<file path="src/design/aalr_pkg.sv">
// Shared types and constants for the antialiased line rasteriser.
package aalr_pkg;

    // Fixed field widths of the line command and the result beat.
    localparam int COORD_W    = 6;
    localparam int POS_W      = 7;
    localparam int ALPHA_W    = 8;

    // Configuration port geometry.
    localparam int APB_DATA_W = 32;
    localparam int APB_ADDR_W = 3;

    // Register indexes, decoded from paddr[2].
    localparam logic REG_CANVAS_WIDTH  = 1'b0;
    localparam logic REG_CANVAS_HEIGHT = 1'b1;

    // Reset value of both canvas registers.
    localparam logic [POS_W-1:0] CANVAS_RESET = 7'd64;

    typedef enum logic [1:0] {
        ST_IDLE,
        ST_DIVIDE,
        ST_STEP
    } t_state;

    // Commands from the controller to the datapath.
    typedef struct packed {
        logic load;
        logic div_run;
        logic issue;
    } t_cmd;

    // Status from the datapath to the controller.
    typedef struct packed {
        logic div_done;
        logic at_end;
        logic p1_ready;
    } t_status;

endpackage

</file>
<file path="src/design/antialiased_line_raster_core.sv">
// Top level of the antialiased line rasteriser: configuration registers and block wiring.
//
// Usage: a line command (two endpoints in the tile and a base alpha) is one beat on the
// input channel (i_in_valid / o_in_stall). For every major-axis position along the line,
// from the lower endpoint to the upper one inclusive, one result beat appears on the
// output channel (o_out_valid / i_out_stall), giving the near and far pixel of the
// Wu-style pair, their weights, canvas clip flags and a last-step flag on the final beat.
// Timing: after acceptance a restoring divider forms the slope one quotient bit per cycle.
// Steps are then issued one per cycle while the step stage has room; each result passes
// through the step stage and then the output register. A new command is taken only once
// the previous line has issued all its steps; its division overlaps the drain of the older
// results. When the receiver stalls, the output register holds its beat and one further
// step waits in the step stage; issuing then pauses until room frees. Reset (synchronous,
// active low) empties the pipeline, returns the sequencer to idle and sets both canvas
// registers to 64. The canvas registers sit at byte addresses 0 and 4 of the APB-style
// port, which is always ready; they should be written only while idle.
module antialiased_line_raster_core #(
    parameter int TILE_SIZE = 64,
    parameter int FRAC_BITS = 16
) (
    input  logic                                i_clk,
    input  logic                                i_rst_n,
    // Configuration port.
    input  logic                                psel,
    input  logic                                penable,
    input  logic                                pwrite,
    input  logic [aalr_pkg::APB_ADDR_W-1:0]     paddr,
    input  logic [aalr_pkg::APB_DATA_W-1:0]     pwdata,
    output logic [aalr_pkg::APB_DATA_W-1:0]     prdata,
    output logic                                pready,
    // Line command channel.
    input  logic                                i_in_valid,
    output logic                                o_in_stall,
    input  logic [aalr_pkg::COORD_W-1:0]        i_start_x,
    input  logic [aalr_pkg::COORD_W-1:0]        i_start_y,
    input  logic [aalr_pkg::COORD_W-1:0]        i_end_x,
    input  logic [aalr_pkg::COORD_W-1:0]        i_end_y,
    input  logic [aalr_pkg::ALPHA_W-1:0]        i_alpha,
    // Result channel.
    output logic                                o_out_valid,
    input  logic                                i_out_stall,
    output logic [aalr_pkg::COORD_W-1:0]        o_near_x,
    output logic [aalr_pkg::COORD_W-1:0]        o_near_y,
    output logic [aalr_pkg::POS_W-1:0]          o_far_x,
    output logic [aalr_pkg::POS_W-1:0]          o_far_y,
    output logic [aalr_pkg::ALPHA_W-1:0]        o_near_weight,
    output logic [aalr_pkg::ALPHA_W-1:0]        o_far_weight,
    output logic                                o_near_inside,
    output logic                                o_far_inside,
    output logic                                o_last_step
);

    localparam int PW = aalr_pkg::POS_W;

    // The canvas size registers. Only the low seven bits of a write are kept; the
    // address decode looks at the word index alone.
    logic [PW-1:0] r_canvas_width;
    logic [PW-1:0] r_canvas_height;
    logic          cfg_write;

    assign cfg_write = psel && penable && pwrite && pready;
    assign pready    = 1'b1;

    always_ff @(posedge i_clk) begin
        if (!i_rst_n) begin
            r_canvas_width  <= aalr_pkg::CANVAS_RESET;
            r_canvas_height <= aalr_pkg::CANVAS_RESET;
        end else if (cfg_write) begin
            unique case (paddr[2])
                aalr_pkg::REG_CANVAS_WIDTH:  r_canvas_width  <= pwdata[PW-1:0];
                aalr_pkg::REG_CANVAS_HEIGHT: r_canvas_height <= pwdata[PW-1:0];
                default: ;
            endcase
        end
    end

    // Reads return the addressed register, zero-extended.
    always_comb begin
        unique case (paddr[2])
            aalr_pkg::REG_CANVAS_WIDTH:
                prdata = {{(aalr_pkg::APB_DATA_W-PW){1'b0}}, r_canvas_width};
            aalr_pkg::REG_CANVAS_HEIGHT:
                prdata = {{(aalr_pkg::APB_DATA_W-PW){1'b0}}, r_canvas_height};
            default:
                prdata = '0;
        endcase
    end

    // The controller sequences load, division and step issue; the datapath does the work.
    aalr_pkg::t_cmd    cmd;
    aalr_pkg::t_status status;

    aalr_ctrl u_ctrl (
        .i_clk      (i_clk),
        .i_rst_n    (i_rst_n),
        .i_in_valid (i_in_valid),
        .o_in_stall (o_in_stall),
        .i_status   (status),
        .o_cmd      (cmd)
    );

    aalr_dp #(
        .TILE_SIZE (TILE_SIZE),
        .FRAC_BITS (FRAC_BITS)
    ) u_dp (
        .i_clk           (i_clk),
        .i_rst_n         (i_rst_n),
        .i_cmd           (cmd),
        .o_status        (status),
        .i_start_x       (i_start_x),
        .i_start_y       (i_start_y),
        .i_end_x         (i_end_x),
        .i_end_y         (i_end_y),
        .i_alpha         (i_alpha),
        .i_canvas_width  (r_canvas_width),
        .i_canvas_height (r_canvas_height),
        .i_out_stall     (i_out_stall),
        .o_out_valid     (o_out_valid),
        .o_near_x        (o_near_x),
        .o_near_y        (o_near_y),
        .o_far_x         (o_far_x),
        .o_far_y         (o_far_y),
        .o_near_weight   (o_near_weight),
        .o_far_weight    (o_far_weight),
        .o_near_inside   (o_near_inside),
        .o_far_inside    (o_far_inside),
        .o_last_step     (o_last_step)
    );

endmodule

</file>
<file path="src/design/aalr_ctrl.sv">
// Sequencing state machine: accept a line, run the slope division, issue the steps.
module aalr_ctrl (
    input  logic              i_clk,
    input  logic              i_rst_n,
    input  logic              i_in_valid,
    output logic              o_in_stall,
    input  aalr_pkg::t_status i_status,
    output aalr_pkg::t_cmd    o_cmd
);

    aalr_pkg::t_state r_state;
    aalr_pkg::t_state n_state;
    logic             accept;

    always_ff @(posedge i_clk) begin
        if (!i_rst_n) begin
            r_state <= aalr_pkg::ST_IDLE;
        end else begin
            r_state <= n_state;
        end
    end

    always_comb begin
        n_state      = r_state;
        o_cmd        = '0;
        o_in_stall   = 1'b1;
        accept       = 1'b0;
        unique case (r_state)
            aalr_pkg::ST_IDLE: begin
                o_in_stall = 1'b0;
                accept     = i_in_valid;
                o_cmd.load = i_in_valid;
                if (i_in_valid) begin
                    n_state = aalr_pkg::ST_DIVIDE;
                end
            end
            aalr_pkg::ST_DIVIDE: begin
                o_cmd.div_run = 1'b1;
                if (i_status.div_done) begin
                    n_state = aalr_pkg::ST_STEP;
                end
            end
            aalr_pkg::ST_STEP: begin
                o_cmd.issue = i_status.p1_ready;
                if (i_status.p1_ready && i_status.at_end) begin
                    n_state = aalr_pkg::ST_IDLE;
                end
            end
            default: begin
                n_state = aalr_pkg::ST_IDLE;
            end
        endcase
    end

    // An accepted line always goes straight into the division.
    a_accept_divides: assert property (@(posedge i_clk) disable iff (!i_rst_n)
        accept |=> (r_state == aalr_pkg::ST_DIVIDE))
        else $error("accepted line did not start the division");

    // Issuing the final step returns the sequencer to idle.
    a_last_to_idle: assert property (@(posedge i_clk) disable iff (!i_rst_n)
        (o_cmd.issue && i_status.at_end) |=> (r_state == aalr_pkg::ST_IDLE))
        else $error("sequencer did not return to idle after the last step");

endmodule

</file>
<file path="src/design/aalr_dp.sv">
// Datapath: endpoint setup, serial slope divider, minor accumulator and result pipeline.
module aalr_dp #(
    parameter int TILE_SIZE = 64,
    parameter int FRAC_BITS = 16
) (
    input  logic                                i_clk,
    input  logic                                i_rst_n,
    input  aalr_pkg::t_cmd                      i_cmd,
    output aalr_pkg::t_status                   o_status,
    input  logic [aalr_pkg::COORD_W-1:0]        i_start_x,
    input  logic [aalr_pkg::COORD_W-1:0]        i_start_y,
    input  logic [aalr_pkg::COORD_W-1:0]        i_end_x,
    input  logic [aalr_pkg::COORD_W-1:0]        i_end_y,
    input  logic [aalr_pkg::ALPHA_W-1:0]        i_alpha,
    input  logic [aalr_pkg::POS_W-1:0]          i_canvas_width,
    input  logic [aalr_pkg::POS_W-1:0]          i_canvas_height,
    input  logic                                i_out_stall,
    output logic                                o_out_valid,
    output logic [aalr_pkg::COORD_W-1:0]        o_near_x,
    output logic [aalr_pkg::COORD_W-1:0]        o_near_y,
    output logic [aalr_pkg::POS_W-1:0]          o_far_x,
    output logic [aalr_pkg::POS_W-1:0]          o_far_y,
    output logic [aalr_pkg::ALPHA_W-1:0]        o_near_weight,
    output logic [aalr_pkg::ALPHA_W-1:0]        o_far_weight,
    output logic                                o_near_inside,
    output logic                                o_far_inside,
    output logic                                o_last_step
);

    localparam int CW     = aalr_pkg::COORD_W;
    localparam int PW     = aalr_pkg::POS_W;
    localparam int AW     = aalr_pkg::ALPHA_W;
    localparam int DIV_W  = FRAC_BITS + CW;
    localparam int ACC_W  = FRAC_BITS + CW + 1;
    localparam int CNT_W  = $clog2(DIV_W);
    localparam int PROD_W = FRAC_BITS + AW;
    localparam logic [PW-1:0] TILE_LIM = PW'(TILE_SIZE);
    localparam logic [CW-1:0] TILE_MAX = CW'(TILE_SIZE - 1);
    localparam logic [CNT_W-1:0] CNT_LAST = CNT_W'(DIV_W - 1);

    function automatic logic [CW-1:0] sat_coord(input logic [CW-1:0] v);
        return ({1'b0, v} >= TILE_LIM) ? TILE_MAX : v;
    endfunction

    // Exact x / 255 for any x below 65280.
    function automatic logic [AW-1:0] div255(input logic [2*AW-1:0] x);
        logic [2*AW-1:0] t;
        t = x + {8'd0, x[2*AW-1:AW]} + 16'd1;
        return t[2*AW-1:AW];
    endfunction

    // ---------------- setup ----------------
    logic [CW-1:0] sx, sy, ex, ey, adx, ady;
    logic [CW-1:0] maj0, min0, maj1, min1;
    logic [CW-1:0] lo_maj, hi_maj, lo_min, hi_min, dmin;
    logic          swap, neg;

    always_comb begin
        sx   = sat_coord(i_start_x);
        sy   = sat_coord(i_start_y);
        ex   = sat_coord(i_end_x);
        ey   = sat_coord(i_end_y);
        adx  = (sx > ex) ? sx - ex : ex - sx;
        ady  = (sy > ey) ? sy - ey : ey - sy;
        swap = ady > adx;
        maj0 = swap ? sy : sx;
        min0 = swap ? sx : sy;
        maj1 = swap ? ey : ex;
        min1 = swap ? ex : ey;
        if (maj0 > maj1) begin
            lo_maj = maj1; lo_min = min1; hi_maj = maj0; hi_min = min0;
        end else begin
            lo_maj = maj0; lo_min = min0; hi_maj = maj1; hi_min = min1;
        end
        neg  = hi_min < lo_min;
        dmin = neg ? lo_min - hi_min : hi_min - lo_min;
    end

    // ---------------- line state and divider ----------------
    logic [CW-1:0]    r_major_pos, r_major_end, r_dmaj, r_rem;
    logic [ACC_W-1:0] r_accum;
    logic [DIV_W-1:0] r_quo;
    logic [CNT_W-1:0] r_div_cnt;
    logic             r_neg, r_swap;
    logic [AW-1:0]    r_alpha;

    logic [CW:0]      rem_sh, rem_diff;
    logic             rem_ge;
    logic [ACC_W-1:0] mag;
    logic             at_end;

    assign rem_sh   = {r_rem, r_quo[DIV_W-1]};
    assign rem_diff = rem_sh - {1'b0, r_dmaj};
    assign rem_ge   = rem_sh >= {1'b0, r_dmaj};
    // A zero-length line divides 0 by 0; its slope is defined as zero.
    assign mag      = (r_dmaj == '0) ? '0 : ACC_W'(r_quo);
    assign at_end   = r_major_pos >= r_major_end;

    always_ff @(posedge i_clk) begin
        if (i_cmd.load) begin
            r_major_pos <= lo_maj;
            r_major_end <= hi_maj;
            r_accum     <= {1'b0, lo_min, {FRAC_BITS{1'b0}}};
            r_quo       <= {dmin, {FRAC_BITS{1'b0}}};
            r_rem       <= '0;
            r_dmaj      <= hi_maj - lo_maj;
            r_neg       <= neg;
            r_swap      <= swap;
            r_alpha     <= i_alpha;
            r_div_cnt   <= '0;
        end else if (i_cmd.div_run) begin
            r_rem     <= rem_ge ? rem_diff[CW-1:0] : rem_sh[CW-1:0];
            r_quo     <= {r_quo[DIV_W-2:0], rem_ge};
            r_div_cnt <= r_div_cnt + 1'b1;
        end else if (i_cmd.issue && !at_end) begin
            r_major_pos <= r_major_pos + 1'b1;
            r_accum     <= r_neg ? r_accum - mag : r_accum + mag;
        end
    end

    // ---------------- step stage ----------------
    logic [CW-1:0]     whole;
    logic [PROD_W-1:0] frac_prod;
    logic [CW-1:0]     s_nx, s_ny;
    logic [PW-1:0]     s_fx, s_fy;

    assign whole     = r_accum[FRAC_BITS +: CW];
    assign frac_prod = {r_accum[FRAC_BITS-1:0], 8'd0} - PROD_W'(r_accum[FRAC_BITS-1:0]);

    always_comb begin
        if (r_swap) begin
            s_nx = whole;
            s_ny = r_major_pos;
            s_fx = {1'b0, whole} + 1'b1;
            s_fy = {1'b0, r_major_pos};
        end else begin
            s_nx = r_major_pos;
            s_ny = whole;
            s_fx = {1'b0, r_major_pos};
            s_fy = {1'b0, whole} + 1'b1;
        end
    end

    logic          r_p1_valid;
    logic [CW-1:0] r_p1_nx, r_p1_ny;
    logic [PW-1:0] r_p1_fx, r_p1_fy;
    logic [AW-1:0] r_p1_frac, r_p1_alpha;
    logic          r_p1_nin, r_p1_fin, r_p1_last;
    logic          out_load, p1_ready;

    assign out_load = r_p1_valid && (!o_out_valid || !i_out_stall);
    assign p1_ready = !r_p1_valid || out_load;

    always_ff @(posedge i_clk) begin
        if (!i_rst_n) begin
            r_p1_valid <= 1'b0;
        end else if (i_cmd.issue) begin
            r_p1_valid <= 1'b1;
        end else if (out_load) begin
            r_p1_valid <= 1'b0;
        end
    end

    always_ff @(posedge i_clk) begin
        if (i_cmd.issue) begin
            r_p1_nx    <= s_nx;
            r_p1_ny    <= s_ny;
            r_p1_fx    <= s_fx;
            r_p1_fy    <= s_fy;
            r_p1_frac  <= frac_prod[FRAC_BITS +: AW];
            r_p1_alpha <= r_alpha;
            r_p1_nin   <= ({1'b0, s_nx} < i_canvas_width) && ({1'b0, s_ny} < i_canvas_height);
            r_p1_fin   <= (s_fx < i_canvas_width) && (s_fy < i_canvas_height);
            r_p1_last  <= at_end;
        end
    end

    // ---------------- output register ----------------
    logic [2*AW-1:0] near_prod, far_prod;
    logic            r_out_valid;

    assign near_prod = (8'd255 - r_p1_frac) * r_p1_alpha;
    assign far_prod  = r_p1_frac * r_p1_alpha;

    always_ff @(posedge i_clk) begin
        if (!i_rst_n) begin
            r_out_valid <= 1'b0;
        end else if (out_load) begin
            r_out_valid <= 1'b1;
        end else if (!i_out_stall) begin
            r_out_valid <= 1'b0;
        end
    end

    always_ff @(posedge i_clk) begin
        if (out_load) begin
            o_near_x      <= r_p1_nx;
            o_near_y      <= r_p1_ny;
            o_far_x       <= r_p1_fx;
            o_far_y       <= r_p1_fy;
            o_near_weight <= div255(near_prod);
            o_far_weight  <= div255(far_prod);
            o_near_inside <= r_p1_nin;
            o_far_inside  <= r_p1_fin;
            o_last_step   <= r_p1_last;
        end
    end

    assign o_out_valid       = r_out_valid;
    assign o_status.div_done = (r_div_cnt == CNT_LAST);
    assign o_status.at_end   = at_end;
    assign o_status.p1_ready = p1_ready;

    // A step is only issued into a free (or freeing) step stage.
    a_issue_has_room: assert property (@(posedge i_clk) disable iff (!i_rst_n)
        i_cmd.issue |-> p1_ready)
        else $error("step issued while the step stage was full");

    // The slope is truncated, so the accumulator stays inside the tile.
    a_accum_in_range: assert property (@(posedge i_clk) disable iff (!i_rst_n)
        i_cmd.issue |-> !r_accum[ACC_W-1])
        else $error("minor accumulator left the tile");

endmodule

</file>
<file path="config.mk">
export PLATFORM = sky130hd
export DESIGN_NAME = antialiased_line_raster_core
export DESIGN_NICKNAME = d
export VERILOG_FILES = /design/src/design/aalr_pkg.sv /design/src/design/antialiased_line_raster_core.sv /design/src/design/aalr_ctrl.sv /design/src/design/aalr_dp.sv
export SDC_FILE = /design/constraint.sdc
export NUM_CORES = 1
export LEC_CHECK = 0
export ABC_AREA = 1
export BUFFER_PORTS_ARGS = -buffer_cell sky130_fd_sc_hd__buf_2
export CORE_ASPECT_RATIO = 0.9
export CORE_MARGIN = 2
export CORE_UTILIZATION = 60
export DETAILED_ROUTE_END_ITERATION = 6
export PLACE_DENSITY = 0.8
export SLEW_MARGIN = 0
export SYNTH_ARGS = -nofsm -noshare
export SYNTH_HDL_FRONTEND = slang
export SYNTH_SLANG_ARGS = --single-unit
</file>
<file path="constraint.sdc">
create_clock -name i_clk -period 22 [get_ports i_clk]
set_input_delay 3.3 -clock i_clk [delete_from_list [all_inputs] [get_ports i_clk]]
set_output_delay 3.3 -clock i_clk [all_outputs]
set_load 0.005 [all_outputs]
</file>
==> results of run 1 <==
[per-layer routing]
layer | track usage [%] | wire (um)
met5 | 0 | 0
met4 | 8.72 | 863
met3 | 3.64 | 2350
met2 | 43.5 | 17700
met1 | 33.2 | 15900
[flip-flops by register name (all words and copies together), names as in the netlist, 8 cells and up]
signal,cells
u_dp.r_alpha,8
u_dp.r_quo,22
u_dp.r_p1_frac,8
u_dp.o_far_weight,8
u_dp.o_near_weight,8
u_dp.r_accum,22
u_dp.r_p1_alpha,8
[logic make-up (layout without fill, tap and decap cells)]
kind of cell	count (synthesis)	in the layout
AOI/OAI and AO/OA	370	370
muxes	9	9
buffers and inverters	474	537
adders and majority gates	278	278
and+or+nand+nor	654	654
xor gates and xnor gates	86	86
other	2	28
DFF	191	191
[metrics by stage]
| step | cells | hold slack, ns | cell area, um^2 | worst slack (ns) | util [%] |
|---|---|---|---|---|---|
| finish | 2513 | 0.413 | 18100 | 11.40 | 65.2 |
| global route | 2513 | 0.418 | 18100 | 10.43 | 65.2 |
| CTS | 2511 | 0.416 | 18100 | 11.44 | 65.2 |
| detailed placement | 2479 | 0.405 | 17400 | 11.01 | 62.9 |
| global placement | 2479 | 0.402 | 17400 | 11.14 | 62.9 |
| floorplan | 2088 | 0.400 | 16800 | 11.97 | - |
[cells in the mapped netlist (all sizes together) (2+ instances only)]
| library cell | n | area (um^2) |
|---|---|---|
| o21a | 2 | 15.0 |
| a31oi | 9 | 56.3 |
| buf | 34 | 248 |
| a21o | 5 | 37.5 |
| xor2 | 60 | 526 |
| inv | 399 | 1500 |
| and2 | 2 | 12.5 |
| a221oi | 3 | 26.3 |
| conb | 2 | 7.51 |
| nand3 | 71 | 383 |
| o31ai | 3 | 22.5 |
| xnor2 | 26 | 228 |
| nor3 | 10 | 50.1 |
| nand4 | 13 | 96.3 |
| nand2 | 407 | 1590 |
| fa | 80 | 1600 |
| or2 | 10 | 62.6 |
| o211ai | 6 | 45.0 |
| a21oi | 127 | 636 |
| o22ai | 25 | 156 |
| a211oi | 9 | 67.6 |
| o21ai | 158 | 798 |
| ha | 198 | 2480 |
| o21bai | 15 | 113 |
| nor2 | 136 | 537 |
| clkinv | 3 | 11.3 |
| clkbuf | 38 | 143 |
| edfxtp | 130 | 3900 |
| mux2i | 8 | 80.1 |
| dfxtp | 61 | 1220 |
| o221ai | 2 | 17.5 |
[worst reg2reg max path: cells and delay by family (launching register included)]
family / cells / cell delay, ns
AND/OR/NAND/NOR: 8 / 1.26
flip-flops: 1 / 0.64
adder cells (fa/ha/maj): 6 / 2.76
buffers and inverters: 3 / 0.44
AO/OA/AOI/OAI: 7 / 1.42
[worst max path at each step]
stage                       from                  endpoint  slack, ns
detailed placement  i_start_x[0]  u_dp.r_quo[20]$_DFFE_PP_      11.01
finish              i_start_y[0]  u_dp.r_quo[20]$_DFFE_PP_      11.40
CTS                 i_start_x[0]  u_dp.r_quo[20]$_DFFE_PP_      11.44
global route        i_start_y[0]  u_dp.r_quo[20]$_DFFE_PP_      10.43
floorplan           i_start_y[0]  u_dp.r_quo[20]$_DFFE_PP_      11.97
global placement    i_start_y[0]  u_dp.r_quo[20]$_DFFE_PP_      11.14
[cell type report]
class,count,share of cell area (%)
sequential,191,28.3
multi-input combinational,1423,54.4
antenna,2,0.0277
clock buffer,17,2.35
clock inverter,15,1.14
tap,360,2.49
inverter,402,8.34
timing repair buffer,103,2.89
==> run summary, run 1 <==
Status: complete, no violations
Grt ovf: 0
# DRC: 0
Period utilisation layout: 48.2%
Max Transition Viols Final: 0
Initial antenna violation count: 2
Crit path depth: 42
Most frequent cells in the layout: inv_1, nand2_1, ha_1, o21ai_0, nor2_1
EDFF count, synth: 130
Post-Syn Area: 16800 um^2
WHS Endpoint: u_dp.r_p1_alpha[4]$_DFFE_PP_
Setup_tns: 0 ns
Vias per Instance: 5.44
Most common cell after layout, fill and taps aside: inv_1
Gr usage total: 25.4%
Syn Inst Count: 2064
CP max stage cell: o21ai_0
Die Footprint: 29300 um^2
Top_reg_cell synth: edfxtp_1
Worst-Skew Late Latency: 0.44 ns
Post-CTS setup buffer count: 0
P&R area growth vs syn: 7.91%
CP endpoint kind: flip-flop
Worst Hold Depth: 0
Nets: 2490
Final Hold Fails: 0
Vias in the first global route: 13300
DP Wirelength: 29.2 mm
Worst reg2reg endpoint: u_dp.o_near_weight[3]$_DFFE_PP_
Flop-to-flop setup slack: 15.25 ns
Fraction of synthesized cell area in xor and xnor cells: 4.49%
Reg-to-Reg Start: u_dp.r_p1_frac[0]$_DFFE_PP_
Syn avg cell area: 8.12 um^2
CP max FO: 47
Simple-gate share of the synthesized area: 16.5%
Adder-cell area share of the yosys netlist: 24.3%
GPL Wtd Cong: 0.944
Setup-failing EPs final: 0
Final WL: 36.8 mm
Setup CP Type: input pin to flip-flop
Crit-path max cell delay: 0.54 ns
Slew @ Worst Pin: 1.06 ns
DRT iter0 DRCs: 918
Hold Path Class: flip-flop to flip-flop
Drt first pass iters: 6
I/O pins: 154
Worst EP required: 22.19 ns
CTS tree: done
Post-CTS Hold Fix Bufs: 0
IO buf count: 100
Routed Antenna Nets: 0
Max-Cap Viols: 0
Async S/R FF share, synth: 0%
RSZ-0062 raised after global routing: no
Die Height: 163 um
Distinct cells, synth: 57
Proportion of layout cells with a drive suffix above 1: 8.09%
Delay-heaviest family, CP: compound AO/OA/AOI/OAI gates
Compound-Gate Fraction of Synth Area: 12.2%
Vias: 13700
Placement row count: 58
Routed length per instance: 14.7 um
Register clock-pin slew on the reported worst setup and hold paths: 0.08 ns
Layout Skew: 0.0167 ns
Startpoint type of the worst setup path: input pin
Yosys warns: 0
Arrival @ worst endpoint: 10.79 ns
Filler Cells Inserted: 2279
Worst hold start: u_dp.r_alpha[4]$_DFFE_PP_
Clock buffer depth: 2
Register area share after synthesis: 30.6%
Crit path buf inv count: 12
Num Clock Sinks: 191
CTS Root Cell: clkbuf_16
Area of the multi-input gates: 9840 um^2
Mux cell area share after synthesis: 0.545%
CP most frequent cell: inv_1
Largest net degree at the start of global routing: 48
# resized after CTS: 0
First-pass GRT wire length: 61.3 mm
Main combinational cell family by area after synthesis: adder cells
Core box area: 27700 um^2
Post-layout min period: 10.60 ns
Initial Util: 60.5%
Reg2Reg Depth: 24
Fmax: 0.0943 GHz
Register area: 5120 um^2
Die X: 180 um
Yosys reg bits: 191
CTS HTree Levels: 4
Inserted Clock Buffers: 17
Slew margin rel.: 29.3%
Power of run 1 is left out: the tool's default activity adds up to more than one toggle a clock period on the data nets, which glitch-free logic cannot reach.
==> run 2, diff against run 1 <==
- clock period: 22 -> 10.95 ns (I/O delays scaled with it)
==> run summary, run 2 (synthesized netlist as in run 1, its figures left out) <==
Status: complete, no violations
Grt ovf: 0
CP most frequent cell: inv_1
CP max stage cell: o21ai_0
Setup CP Type: input pin to flip-flop
Flop-to-flop setup slack: 4.16 ns
Post-CTS setup buffer count: 0
Register clock-pin slew on the reported worst setup and hold paths: 0.09 ns
Worst EP required: 11.15 ns
Max Transition Viols Final: 0
Proportion of layout cells with a drive suffix above 1: 8.09%
Most common cell after layout, fill and taps aside: inv_1
Setup-failing EPs final: 0
CTS tree: done
Nets: 2490
First-pass GRT wire length: 62.2 mm
Vias in the first global route: 13400
Drt first pass iters: 7
CTS Root Cell: clkbuf_16
Hold Path Class: flip-flop to flip-flop
DP Wirelength: 29.4 mm
Place WS: 1.51 ns
Most frequent cells in the layout: inv_1, nand2_1, ha_1, o21ai_0, nor2_1
Finished Layout Cells: 2512
Fmax: 0.108 GHz
Worst setup margin: 1.72 ns
GPL Wtd Cong: 0.928
Post-CTS Hold Fix Bufs: 0
Vias: 13800
Routed Antenna Nets: 0
Num Clock Sinks: 191
Gr usage total: 25.9%
Die Height: 163 um
CP max FO: 47
Delay-heaviest family, CP: compound AO/OA/AOI/OAI gates
Largest net degree at the start of global routing: 48
# DRC: 0
DP Cell Count: 2479
I/O pins: 154
Worst reg2reg endpoint: u_dp.o_near_weight[3]$_DFFE_PP_
Startpoint type of the worst setup path: input pin
Max-Cap Viols: 0
Reg2Reg Depth: 24
P&R area growth vs syn: 8.03%
Post-layout min period: 9.23 ns
Worst Hold Depth: 0
Final Hold Fails: 0
RSZ-0062 raised after global routing: no
Initial Util: 60.5%
Slew @ Worst Pin: 1.08 ns
DRT iter0 DRCs: 986
Period utilisation layout: 84.3%
Layout Skew: 0.0128 ns
Worst-Skew Late Latency: 0.45 ns
Initial antenna violation count: 1
CP endpoint kind: flip-flop
Die X: 180 um
Clock buffer depth: 2
Final WL: 37.6 mm
Reg-to-Reg Start: u_dp.r_p1_frac[0]$_DFFE_PP_
Routed length per instance: 15.0 um
Finished Core Util: 65.3%
Inserted Clock Buffers: 17
Crit-path max cell delay: 0.57 ns
Vias per Instance: 5.48
Placement row count: 58
Biggest regs: u_dp.r_accum: 22 flops, u_dp.r_quo: 22 flops
Crit path buf inv count: 12
Setup_tns: 0 ns
IO buf count: 100
CTS HTree Levels: 4
Core box area: 27700 um^2
Worst hold start: u_dp.r_p1_fy[1]$_DFFE_PP_
WHS Endpoint: u_dp.o_far_y[1]$_DFFE_PP_
# resized after CTS: 0
Die Footprint: 29300 um^2
Arrival @ worst endpoint: 9.43 ns
Slew margin rel.: 27.9%
==> run 2: stage by stage <==
step	hold WS, ns	area (um^2)
2_1_floorplan	0.400	16800
3_3_place_gp	0.402	17400
3_5_place_dp	0.405	17400
4_1_cts	0.416	18100
5_1_grt	0.420	18100
6_report	0.419	18100
==> run 2: worst max path at each step <==
| stage | from | endpoint | cells after the start |
|---|---|---|---|
| after floorplan | i_start_y[0] | u_dp.r_quo[20]$_DFFE_PP_ | 44 |
| after global placement | i_start_y[0] | u_dp.r_quo[20]$_DFFE_PP_ | 42 |
| after detailed placement | i_start_y[0] | u_dp.r_quo[20]$_DFFE_PP_ | 42 |
| after global routing | i_start_y[0] | u_dp.r_quo[20]$_DFFE_PP_ | 42 |
| after CTS | i_start_y[0] | u_dp.r_quo[20]$_DFFE_PP_ | 42 |
| final | i_start_y[0] | u_dp.r_quo[20]$_DFFE_PP_ | 42 |
==> run 2: cell type report <==
cell class	instances	area (um^2)
Inverter	402	1510
Clock buffer	17	425
Sequential cell	191	5120
Timing Repair Buffer	103	523
Antenna cell	1	2.50
Multi-Input combinational cell	1423	9840
Clock inverter	15	229
Fill cell	2324	9620
Tap cell	360	450
==> run 2: routing by layer <==
layer	vias up	track usage, %	wire length (um)	share of wire (%)
met5	-	0	0	0
met4	0	9.97	1150	3.1
met3	86	2.95	1820	4.8
met2	420	44.5	18100	48
met1	6471	33.9	16500	44
li1	6787	-	-	-
Power of run 2 is left out for the same reason.
